===== src/rtl/pcrc_pkg.sv =====
package pcrc_pkg;

  localparam int unsigned CrcW  = 32;
  localparam int unsigned ByteW = 8;
  localparam int unsigned IdxW  = 3;

  // Width selector as written to the width_code register.
  typedef enum logic [1:0] {
    WC_8    = 2'd0,
    WC_16   = 2'd1,
    WC_32   = 2'd2,
    WC_NONE = 2'd3
  } width_code_t;

  // Register indexes on the configuration port.
  localparam logic [IdxW-1:0] REG_POLY     = 3'd0;
  localparam logic [IdxW-1:0] REG_INIT     = 3'd1;
  localparam logic [IdxW-1:0] REG_WIDTH    = 3'd2;
  localparam logic [IdxW-1:0] REG_REFL_IN  = 3'd3;
  localparam logic [IdxW-1:0] REG_REFL_OUT = 3'd4;
  localparam logic [IdxW-1:0] REG_XOR_OUT  = 3'd5;

  localparam logic [CrcW-1:0] FULL_MASK    = 32'hFFFF_FFFF;
  localparam logic [CrcW-1:0] RST_POLY     = 32'h04C1_1DB7;
  localparam logic [CrcW-1:0] RST_INIT     = 32'hFFFF_FFFF;
  localparam logic [CrcW-1:0] RST_XOR_OUT  = 32'hFFFF_FFFF;

  typedef struct packed {
    logic [CrcW-1:0] poly_value;
    logic [CrcW-1:0] init_value;
    width_code_t     width_code;
    logic            reflect_input;
    logic            reflect_output;
    logic [CrcW-1:0] final_xor;
  } cfg_t;

  function automatic logic [ByteW-1:0] flip_byte(input logic [ByteW-1:0] v);
    logic [ByteW-1:0] r;
    r = ((v & 8'hF0) >> 4) | ((v & 8'h0F) << 4);
    r = ((r & 8'hCC) >> 2) | ((r & 8'h33) << 2);
    r = ((r & 8'hAA) >> 1) | ((r & 8'h55) << 1);
    return r;
  endfunction

  function automatic logic [CrcW-1:0] flip_word(input logic [CrcW-1:0] v);
    logic [CrcW-1:0] r;
    for (int k = 0; k < CrcW; k++) begin
      r[k] = v[CrcW-1-k];
    end
    return r;
  endfunction

endpackage


===== src/rtl/parametric_crc_engine.sv =====
// Parametric CRC engine, 8/16/32-bit register widths.
//
// Input channel (in_valid / in_stall): one message byte per word, with
// in_last_byte marking the final byte. The first byte after reset or after
// a last byte starts a new message from init_value.
// Output channel (out_valid / out_stall): one word carrying out_crc_value
// per message, sent for the last byte only.
// Config channel (cfg_valid / cfg_ready): cfg_index selects poly, init,
// width code, reflect in, reflect out, final xor (0..5); other indexes are
// ignored. cfg_ready is always high. Write only while the engine is idle.
// Path: a byte taken into the input register is processed from there; a
// last byte's CRC then goes to the result register and out_valid (two
// register stages: the input register and the result register).
// Throughput: one byte per clock unless out_stall holds a pending result.
// The eight XOR-shift steps are unrolled, input reg to running CRC / result.
// Stall: while out_stall holds a pending result, the input register holds
// its byte and in_stall rises only once that register is occupied, so one
// more byte is absorbed before back-pressure reaches the sender.
// Reset (rst_n low, synchronous): config returns to CRC-32 defaults, both
// channels empty, and the next byte starts a fresh message.
module parametric_crc_engine
  import pcrc_pkg::*;
(
  input  logic             clk,
  input  logic             rst_n,

  input  logic             in_valid,
  output logic             in_stall,
  input  logic [ByteW-1:0] in_data_byte,
  input  logic             in_last_byte,

  output logic             out_valid,
  input  logic             out_stall,
  output logic [CrcW-1:0]  out_crc_value,

  input  logic             cfg_valid,
  output logic             cfg_ready,
  input  logic [IdxW-1:0]  cfg_index,
  input  logic [CrcW-1:0]  cfg_data
);

  cfg_t             cfg_r;

  // input register
  logic             s1_vld_r;
  logic [ByteW-1:0] s1_byte_r;
  logic             s1_last_r;

  // running state
  logic [CrcW-1:0]  crc_r;
  logic             mid_r;

  // result register
  logic             out_vld_r;
  logic [CrcW-1:0]  out_crc_r;

  logic             adv;
  logic [CrcW-1:0]  crc_next;
  logic [CrcW-1:0]  crc_result;

  assign cfg_ready     = 1'b1;
  assign adv           = !out_vld_r || !out_stall;
  assign in_stall      = s1_vld_r && !adv;
  assign out_valid     = out_vld_r;
  assign out_crc_value = out_crc_r;

  // config registers
  always_ff @(posedge clk) begin
    if (!rst_n) begin
      cfg_r.poly_value     <= RST_POLY;
      cfg_r.init_value     <= RST_INIT;
      cfg_r.width_code     <= WC_32;
      cfg_r.reflect_input  <= 1'b1;
      cfg_r.reflect_output <= 1'b1;
      cfg_r.final_xor      <= RST_XOR_OUT;
    end else if (cfg_valid && cfg_ready) begin
      case (cfg_index)
        REG_POLY:     cfg_r.poly_value     <= cfg_data;
        REG_INIT:     cfg_r.init_value     <= cfg_data;
        REG_WIDTH:    cfg_r.width_code     <= width_code_t'(cfg_data[1:0]);
        REG_REFL_IN:  cfg_r.reflect_input  <= cfg_data[0];
        REG_REFL_OUT: cfg_r.reflect_output <= cfg_data[0];
        REG_XOR_OUT:  cfg_r.final_xor      <= cfg_data;
        default: ;
      endcase
    end
  end

  // input register
  always_ff @(posedge clk) begin
    if (!rst_n) begin
      s1_vld_r <= 1'b0;
    end else if (!in_stall) begin
      s1_vld_r <= in_valid;
    end
  end

  always_ff @(posedge clk) begin
    if (in_valid && !in_stall) begin
      s1_byte_r <= in_data_byte;
      s1_last_r <= in_last_byte;
    end
  end

  pcrc_core u_core (
    .cfg         (cfg_r),
    .crc_state   (crc_r),
    .mid_message (mid_r),
    .data_byte   (s1_byte_r),
    .crc_next    (crc_next),
    .crc_result  (crc_result)
  );

  // running CRC and framing
  always_ff @(posedge clk) begin
    if (!rst_n) begin
      crc_r <= '0;
      mid_r <= 1'b0;
    end else if (adv && s1_vld_r) begin
      crc_r <= crc_next;
      mid_r <= !s1_last_r;
    end
  end

  // result register
  always_ff @(posedge clk) begin
    if (!rst_n) begin
      out_vld_r <= 1'b0;
    end else if (adv) begin
      out_vld_r <= s1_vld_r && s1_last_r;
    end
  end

  always_ff @(posedge clk) begin
    if (adv && s1_vld_r && s1_last_r) begin
      out_crc_r <= crc_result;
    end
  end

  // A new result only comes from a last byte leaving the input register.
  a_out_from_last: assert property (@(posedge clk) disable iff (!rst_n)
    $rose(out_vld_r) |-> $past(s1_vld_r && s1_last_r))
    else $error("result appeared without a last byte");

  // Back-pressure only when the input register actually holds a byte.
  a_stall_needs_byte: assert property (@(posedge clk) disable iff (!rst_n)
    in_stall |-> s1_vld_r)
    else $error("input stalled with empty input register");

  // After a last byte is processed the next byte starts a new message.
  a_rearm: assert property (@(posedge clk) disable iff (!rst_n)
    (adv && s1_vld_r && s1_last_r) |=> !mid_r)
    else $error("engine did not rearm after last byte");

  // Unsupported width yields a zero CRC.
  a_none_zero: assert property (@(posedge clk) disable iff (!rst_n)
    (adv && s1_vld_r && s1_last_r && cfg_r.width_code == WC_NONE)
      |=> (out_crc_r == '0))
    else $error("unsupported width gave nonzero CRC");

endmodule


===== src/rtl/pcrc_core.sv =====
module pcrc_core
  import pcrc_pkg::*;
(
  input  cfg_t             cfg,
  input  logic [CrcW-1:0]  crc_state,
  input  logic             mid_message,
  input  logic [ByteW-1:0] data_byte,
  output logic [CrcW-1:0]  crc_next,
  output logic [CrcW-1:0]  crc_result
);

  // Work left-aligned in 32 bits so one XOR-shift datapath serves all widths.
  always_comb begin
    logic [4:0]      shamt;
    logic [CrcW-1:0] crc_in;
    logic [CrcW-1:0] acc;
    logic [CrcW-1:0] poly_al;
    logic [CrcW-1:0] mask;
    logic [CrcW-1:0] pre;
    logic [ByteW-1:0] b;

    case (cfg.width_code)
      WC_8:    shamt = 5'd24;
      WC_16:   shamt = 5'd16;
      default: shamt = 5'd0;
    endcase

    mask    = FULL_MASK >> shamt;
    crc_in  = mid_message ? crc_state : cfg.init_value;
    acc     = crc_in << shamt;
    poly_al = cfg.poly_value << shamt;
    b       = cfg.reflect_input ? flip_byte(data_byte) : data_byte;
    acc     = acc ^ {b, {(CrcW-ByteW){1'b0}}};

    for (int i = 0; i < ByteW; i++) begin
      acc = acc[CrcW-1] ? ((acc << 1) ^ poly_al) : (acc << 1);
    end

    // Reversing the left-aligned word reflects across the active width.
    pre = cfg.reflect_output ? flip_word(acc) : (acc >> shamt);

    if (cfg.width_code == WC_NONE) begin
      crc_next   = crc_state;
      crc_result = '0;
    end else begin
      crc_next   = acc >> shamt;
      crc_result = (pre ^ cfg.final_xor) & mask;
    end
  end

endmodule


===== config.mk =====
export PLATFORM = sky130hd
export DESIGN_NAME = parametric_crc_engine
export DESIGN_NICKNAME = d
export VERILOG_FILES = /design/src/rtl/pcrc_pkg.sv /design/src/rtl/parametric_crc_engine.sv /design/src/rtl/pcrc_core.sv
export SDC_FILE = /design/constraint.sdc
export NUM_CORES = 1
export LEC_CHECK = 0
export BUFFER_PORTS_ARGS = -buffer_cell sky130_fd_sc_hd__buf_4
export CORE_MARGIN = 10
export CORE_UTILIZATION = 60
export CTS_BUF_LIST = sky130_fd_sc_hd__clkbuf_16
export CTS_CLUSTER_DIAMETER = 40
export DETAILED_ROUTE_END_ITERATION = 7
export PLACE_DENSITY = 0.91
export SLEW_MARGIN = 15
export SYNTH_ARGS = -nofsm -noshare
export SYNTH_HDL_FRONTEND = slang
export SYNTH_SLANG_ARGS = --single-unit

===== constraint.sdc =====
create_clock -name clk -period 8.97 [get_ports clk]
set_input_delay 0.4485 -clock clk [delete_from_list [all_inputs] [get_ports clk]]
set_output_delay 0.4485 -clock clk [all_outputs]
set_load 0.1 [all_outputs]

* Word level (Yosys, flattened, before mapping)
Index checks and enable logic that the tools add are counted. Widths: inputs -> output; s select.
Word-level totals: register bits 176, input bits 49, output and inout port bits 35, word-level logic and storage cells 71
Operators by class: equality and inequality tests 7, shift operators 4, muxes and demuxes 12, bitwise gates (word level) 15, reduce and logical (&&, ||, !) cells 20
Operator list (number):
- $mux 32 | 10
- $xor 32x32->32 | 10
- $shl 32x5->32 | 2
- $and 32x32->32 | 1
- $shr 32x5->32 | 1
- $shr 32x5->32 const A | 1
- $reduce_and 2->1 | 7
- $pmux 5 s2 | 1
- $mux 8 | 1
- $or 4x8->8 | 1
- $or 6x8->8 | 1
- $or 7x8->8 | 1
- $eq 3x2->1 const B | 2
- $eq 3x3->1 const B | 2
- $logic_and 1x1->1 | 5
- $logic_not 1->1 | 5
- $eq 3x1->1 const B | 1
- $logic_not 3->1 | 1
- $eq 2x1->1 const B | 1
- $eq 2x2->1 const B | 1
- $logic_not 2->1 | 1
- $logic_or 1x1->1 | 1
- $not 1->1 | 1

* Longest topological paths before layout
Gate-level depths: netlist of run 1.
depth in word-level cells 25, depth in mapped cells 24, mapped depth without buffers 17

* By module
A second synthesis of run 1 with hierarchy kept.
Unflattened totals: cell total of the unflattened synthesis 1716, area, all modules 13978.4 um^2
Modules (own cells, without submodules):
- pcrc_core | times used 1, cells an instance 1134, area an instance 7283.2 um^2, sequential area each 0.0 um^2
- parametric_crc_engine | times used 1, cells an instance 582, area an instance 6695.2 um^2, sequential area each 3933.8 um^2

* Worst setup path after synthesis of run 1
Ideal clock, no wire load.
kind register to register, from register cfg_r[34] (netlist bit), to register out_crc_r[8], in the netlist out_crc_value[8] (data pin), library setup time 184 ps, arrival 5603 ps, required time 8786 ps, path slack 3182 ps, cell stages (with the launch flop) 22, buffers on the path 4, period minus slack after synthesis 5788 ps, cells stage by stage dfxtp_1 -> clkbuf_1 -> mux4_2 -> mux2i_4 -> nor3_1 -> a2111oi_0 -> o32ai_2 -> or3_1 -> buf_2 -> and2_4 -> buf_6 -> a2111oi_4 -> nor2_2 -> or4_4 -> and4_4 -> buf_6 -> o211a_1 -> o21ai_1 -> xnor3_1 -> a22o_1 -> mux2_4 -> a2111oi_4
Between the ends: word-level cells in the longest chain between the ends 24, elaborated cells on any way between the ends 28, classes of those cells eq/ne: 2; shift: 4; mux: 10; bitwise: 11; reduce/logical: 1
Ends and longest elaborated chain:
- start, declared | RTL line parametric_crc_engine.sv:42 | cfg_t cfg_r;
- $eq 2x1->1 / $logic_not 2->1 (equally long branches) | RTL line pcrc_core.sv:22 | case (cfg.width_code)
- $pmux 5 s2 | RTL line pcrc_core.sv:22
- $shl 32x5->32 | RTL line pcrc_core.sv:30 | acc = crc_in << shamt;
- $xor 32x32->32 | RTL line pcrc_core.sv:33 | acc = acc ^ {b, {(CrcW-ByteW){1'b0}}};
- $xor 32x32->32 | RTL line pcrc_core.sv:36 | acc = acc[CrcW-1] ? ((acc << 1) ^ poly_al) : (acc << 1);
- $mux 32 | RTL line pcrc_core.sv:36
- $xor 32x32->32 | RTL line pcrc_core.sv:36
- $mux 32 | RTL line pcrc_core.sv:36
- [8 not listed]
- $xor 32x32->32 | RTL line pcrc_core.sv:36
- $mux 32 | RTL line pcrc_core.sv:36
- $xor 32x32->32 | RTL line pcrc_core.sv:36
- $mux 32 | RTL line pcrc_core.sv:36
- $shr 32x5->32 | RTL line pcrc_core.sv:40 | pre = cfg.reflect_output ? flip_word(acc) : (acc >> shamt);
- $mux 32 | RTL line pcrc_core.sv:40
- $xor 32x32->32 | RTL line pcrc_core.sv:47 | crc_result = (pre ^ cfg.final_xor) & mask;
- $and 32x32->32 | RTL line pcrc_core.sv:47
- end signal, assigned | RTL line parametric_crc_engine.sv:136 | out_crc_r <= crc_result;
- end, declared | RTL line parametric_crc_engine.sv:55 | logic [CrcW-1:0] out_crc_r;
Several ways; a longest one is shown, not always the timed one. A chain may end at the register's enable or synchronous reset.

* Worst setup path after layout of run 1
from register cfg_r[34] (netlist bit), to register out_crc_r[27], in the netlist out_crc_value[27] (data pin)
The elaborated chain is that of the path after synthesis.

==> results of run 1 <==
==> critical path, delay by kind of cell (launching register included) <==
family | cells | cell delay [ns]
mux | 1 | 0.29
simple gates | 7 | 2.37
buf+inv | 2 | 0.57
flops | 1 | 0.87
xor+xnor | 4 | 1.70
compound gates | 5 | 2.06
==> metal layers <==
metal | GRT usage (%) | up-vias | part of all wire (%)
met5 | 0 | - | 0.028
met4 | 18.9 | 2 | 6.5
met3 | 8.26 | 240 | 14
met2 | 47.1 | 1155 | 43
met1 | 41.2 | 6141 | 36
li1 | - | 5819 | -
==> worst max-delay path by stage <==
stage / endpoint / slack [ns] / cells past startpoint
finish: out_crc_value[27]$_SDFFCE_PN0P_ / 0.83 / 19
detailed placement: out_crc_value[6]$_SDFFCE_PN0P_ / 1.24 / 19
global placement: out_crc_value[6]$_SDFFCE_PN0P_ / 1.40 / 19
floorplan: out_crc_value[8]$_SDFFCE_PN0P_ / 3.18 / 21
global route: out_crc_value[6]$_SDFFCE_PN0P_ / 0.46 / 19
CTS: out_crc_value[6]$_SDFFCE_PN0P_ / 1.24 / 19
==> stage by stage <==
stage / worst slack [ns] / std cells
final: 0.828 / 1972
after CTS: 1.24 / 1971
after global routing: 0.456 / 1971
after detailed placement: 1.24 / 1939
after floorplan: 3.18 / 1692
after global placement: 1.40 / 1939
==> area by class of cell <==
class,instances,area (um2)
inverter,9,33.8
clock inverter,15,231
clock buffer,17,425
multi-input combinational,1364,8470
fill,1669,6850
sequential,176,3940
tap,275,344
timing repair buffer,115,863
antenna,1,2.50
==> sequential cells by signal (all words and copies together), names as in the netlist <==
register	flops
s1_byte_r	8
out_valid	1
cfg_r	100
out_crc_value	32
s1_vld_r	1
s1_last_r	1
mid_r	1
crc_r	32
==> cells in the mapped netlist (all sizes together) (17+ instances only) <==
library cell / n
nand2: 355
xnor2: 203
dfxtp: 135
nand3: 123
nor2: 118
clkbuf: 115
o21ai: 100
a21oi: 83
mux2i: 60
edfxtp: 41
xor2: 37
buf: 28
nor3: 26
and3: 17
==> report_power, final <==
part	switching (mW)	leakage, nW	internal [mW]
sequential	0.0657	1.49	0.956
combinational	2.00	3.95	1.17
clock	0.417	0.317	0.398
==> cell families (layout without fill, tap and decap cells) <==
family	Yosys count	after routing	share of synthesized area, %
AND/OR/NAND/NOR	700	700	23.6
buffers and inverters	152	156	4.71
other	1	2	0.0289
multiplexers	78	78	6.52
XOR/XNOR	249	249	17.8
AO/OA/AOI/OAI	336	336	17.0
flip-flops	176	176	30.3
==> out/metrics.cfg, run 1 <==
[sta]
worst_pin_slew_ns=1.17
hold-worst-slack_ns=0.161
finClkSkew_ns=0.0172
fin_tns_setup_ns=0
relSlewSlack_pct=21.3
rsz0062_at_grt=false
setup_viol=0
drv_slew=0
period_needed_ns=8.14
fmax_mhz=123
hold_violations=0
finalCritPeriodShare_pct=90.8

[yosys]
syn_area_per_cell_um2=7.67
synth_edf_count=41
synth.yosys.seq_area_share_pct=30.3
synthTopCellsByArea=dfxtp_1, xnor2_1, nand2_1
synth.top_cell.area_share_pct=20.8
ys.flop_type=dfxtp_1
ys_ff_latch=176
syn_nets=1741
yosysTopAreaCell=dfxtp_1
netlist_instances=1692
async_reset_ff_share_pct=0
ys_warn_count=0
synthDistinctLibCells=84
syn_area_mm2=0.0130

[cts]
postCtsSetupBuffers=0
holdBufCountCts=0
worstSkewPairLatency_ns=0.46
cts_tree=built
cts_sinks=176
post_cts_resized=0
cts-buffers-inserted=17
cts.clk_slew.worst_paths_ns=0.09
cts_root_buf=clkbuf_16
h-tree-depth=4
clockBufferDepth=2

[finish]
design_area_mm2=0.0143
layout_common_cells=nand2_1, xnor2_1, dfxtp_1
final_core_util_pct=67.6
drive_gt1_share_pct=11.4
final_common_cell=nand2_1
syn_to_final_growth_pct=10.2
nets=1732

[global_route]
overflow=0
grt_pass1_wl_um=71600
antenna_found_initial=1
grt_max_degree=88
grtUsageTotal_pct=32.0
grt_pass1_vias=12100

[die]
start_util_pct=61.4
dieArea_mm2=0.0279
die_height_um=167
die_w_um=167
coreArea_mm2=0.0212
rows=53
ios=84

[worst_setup_path]
crit_fanout=17
reg2reg_from=cfg_r[34]$_SDFFE_PN0P_
crit_chain=buf_4, nor2_1, a222oi_1, xor2_2, nand2_1, o32ai_2, o21ai_1, nand2_1, a41oi_1, nand3_1, and4_1, nor4_2, buf_4, o21ai_0, xnor2_1, xnor2_1, mux2i_1, xnor2_1, nor2_1
crit_required_ns=9.15
critical-path-slowest-cell=xnor2_1
arrival_ns=8.32
ff2ff_setup_slack_ns=0.83
reg2reg_to=out_crc_value[27]$_SDFFCE_PN0P_
max_stage_delay_ns=0.91
path_common_cell=xnor2_1
end_kind=register
start_kind=register
cp-startpoint=cfg_r[34]$_SDFFE_PN0P_
critical_path_class=register to register
rr_worst_depth=19

[drt]
wl_um=47100
dr.first_iter.drc_count=2265
routedWlPerCell_um=23.9
drc=4
vias=13400
dr.pass1.iters=8
ant_nets=0
vias_per_cell=6.77

[power]
totalPowerFinal_mw=5.01
p_leak_nw=5.75
peakVddDrop_mv=0.181
power_density_mw_per_mm2=350

[placement]
hpwl_um=32600
port_buffers=82
gp_congestion=0.996
dpl_cell_area_mm2=0.0136

[min_path]
min_from=in_data_byte[0]
min_path_cells=1
hold-path-endpoint=s1_byte_r[0]$_DFFE_PP_
hold_class=primary input to register

[outcome]
status=finished with violations
violations=DRC

[flow_run]
max_cap_violations=0

Note: power is estimated with default switching activity, not from simulation.
==> run 2, diff against run 1 <==
- clock period: 8.97 -> 10 ns (I/O delays scaled with it)
==> out/metrics.cfg, run 2 (synthesized netlist as in run 1, its figures left out) <==
[outcome]
status=complete, no violations

[cts]
clockBufferDepth=2  ; unchanged
post_cts_resized=0  ; unchanged
h-tree-depth=4  ; unchanged
cts-buffers-inserted=17  ; unchanged
cts.clk_slew.worst_paths_ns=0.08  ; about the same
cts_tree=built
cts_sinks=176  ; unchanged
postCtsSetupBuffers=0  ; unchanged
holdBufCountCts=0  ; unchanged
worstSkewPairLatency_ns=0.45  ; about the same
cts_root_buf=clkbuf_16

[drt]
vias_per_cell=6.76  ; -0.21%
routedWlPerCell_um=24.3  ; +1.6%
drc=0  ; -4
dr.pass1.iters=7  ; -1
wl_um=47800  ; +1.4%
ant_nets=0  ; unchanged
dr.first_iter.drc_count=2618  ; +16%
vias=13300  ; -0.36%

[finish]
layout_common_cells=nand2_1, xnor2_1, dfxtp_1
final_common_cell=nand2_1
nets=1729  ; -0.17%
largest_reg_flops=100  ; unchanged
syn_to_final_growth_pct=9.85
max_flop_register=cfg_r
num-fill-cells=1664  ; -0.30%
drive_gt1_share_pct=11.3  ; -0.16 points

[worst_setup_path]
max_stage_delay_ns=0.88  ; -0.03 ns
crit_chain=buf_4, mux4_2, mux2i_4, nor3_1, a2111oi_0, o32ai_2, o21ai_1, nand2_1, a41oi_1, nand3_1, nand2_1, xnor3_1, a211oi_2, buf_4, o21ai_1, xnor3_1, a221oi_1, or3_1, a21oi_1
critical-path-slowest-cell=a2111oi_0
crit_required_ns=10.18  ; +1.03 ns
crit_fanout=32  ; +15
start_kind=register
arrival_ns=8.36  ; +0.04 ns
end_kind=register
critical_path_class=register to register

[die]
die_w_um=167  ; unchanged
dieArea_mm2=0.0279  ; unchanged
rows=53  ; unchanged
start_util_pct=61.4  ; unchanged
die_height_um=167  ; unchanged
coreArea_mm2=0.0212  ; unchanged
ios=84  ; unchanged

[sta]
relSlewSlack_pct=22.5  ; +1.2 points
fin_tns_setup_ns=0  ; unchanged
rsz0062_at_grt=false
worst_pin_slew_ns=1.16  ; -0.00926 ns
period_needed_ns=8.18  ; +0.0391 ns
finClkSkew_ns=0.0172  ; -0.00000520 ns
drv_slew=0  ; unchanged
setup_viol=0  ; unchanged
fmax_mhz=122  ; -0.48%
finalCritPeriodShare_pct=81.8  ; -9.0 points
hold_violations=0  ; unchanged
hold-worst-slack_ns=0.218  ; +0.0572 ns

[power]
peakVddDrop_mv=0.173  ; -4.4%
power_density_mw_per_mm2=309  ; -12%
p_leak_nw=5.71  ; -0.58%

[placement]
hpwl_um=33200  ; +1.7%
gp_congestion=1.01  ; +1.6%
port_buffers=82  ; unchanged

[global_route]
antenna_found_initial=1  ; unchanged
grtUsageTotal_pct=32.6  ; +0.62 points
grt_pass1_vias=12200  ; +0.28%
grt_pass1_wl_um=72500  ; +1.2%
grt_max_degree=88  ; unchanged
overflow=0  ; unchanged

[flow_run]
max_cap_violations=0  ; unchanged

[min_path]
hold_class=primary input to register

[run 2: cell count changes in the layout (fill, tap and decap cells not counted), sizes merged]
cell      before  now
clkinvlp       0    2
inv           19   13
clkinv         5    8
buf          115  112
clkbuf        17   18
[run 2: worst max-delay path, delay by kind of cell (launching register included)]
family | cells | cell delay, ns
AND/OR/NAND/NOR | 5 | 1.30
flip-flops | 1 | 0.39
multiplexers | 2 | 0.74
buffers and inverters | 2 | 0.85
AO/OA/AOI/OAI | 8 | 3.49
XOR/XNOR | 2 | 1.08
[run 2: metrics by stage]
step | cells | worst slack, ns | utilization, % | area [um2] | power [mW]
floorplan | 1692 | 4.21 | - | 13000 | 2.93
global placement | 1936 | 2.39 | 64.4 | 13600 | 3.55
detailed placement | 1936 | 2.08 | 64.4 | 13600 | 3.58
CTS | 1968 | 2.04 | 67.4 | 14300 | 4.30
global route | 1968 | 1.45 | 67.4 | 14300 | 4.57
finish | 1969 | 1.82 | 67.4 | 14300 | 4.41
[run 2: where the power goes]
group	total (mW)	switching, mW	internal [mW]
Combinational	2.80	1.76	1.04
Sequential	0.912	0.0541	0.858
Clock	0.699	0.344	0.355
Total	4.41	2.15	2.26
[run 2: final timing paths]
kind / start / end / slack (ns) / depth (start not counted)
worst min-delay path: in_data_byte[2] / s1_byte_r[2]$_DFFE_PP_ / 0.22 / 1
worst max-delay path: mid_r$_SDFFE_PN0P_ / out_crc_value[14]$_SDFFCE_PN0P_ / 1.82 / 19
worst min register to register: crc_r[27]$_SDFFE_PN0P_ / crc_r[27]$_SDFFE_PN0P_ / 0.48 / 2
worst max register to register: mid_r$_SDFFE_PN0P_ / out_crc_value[14]$_SDFFCE_PN0P_ / 1.82 / 19
[run 2: layout make-up]
type / count / area [um2] / area share (%)
antenna: 1 / 2.50 / 0.0175
clock buffer: 18 / 450 / 3.16
clock inverter: 14 / 184 / 1.29
inverter: 9 / 33.8 / 0.237
multi-input combinational: 1364 / 8470 / 59.4
sequential: 176 / 3940 / 27.6
tap: 275 / 344 / 2.41
timing repair buffer: 112 / 841 / 5.90
[run 2: layer usage]
layer	global-route usage [%]	up-vias	routed length, um
met2	48.6	1126	20300
met1	41.2	6110	17500
met5	0	-	14
met4	18.3	2	3010
met3	9.77	246	6980
li1	-	5825	-
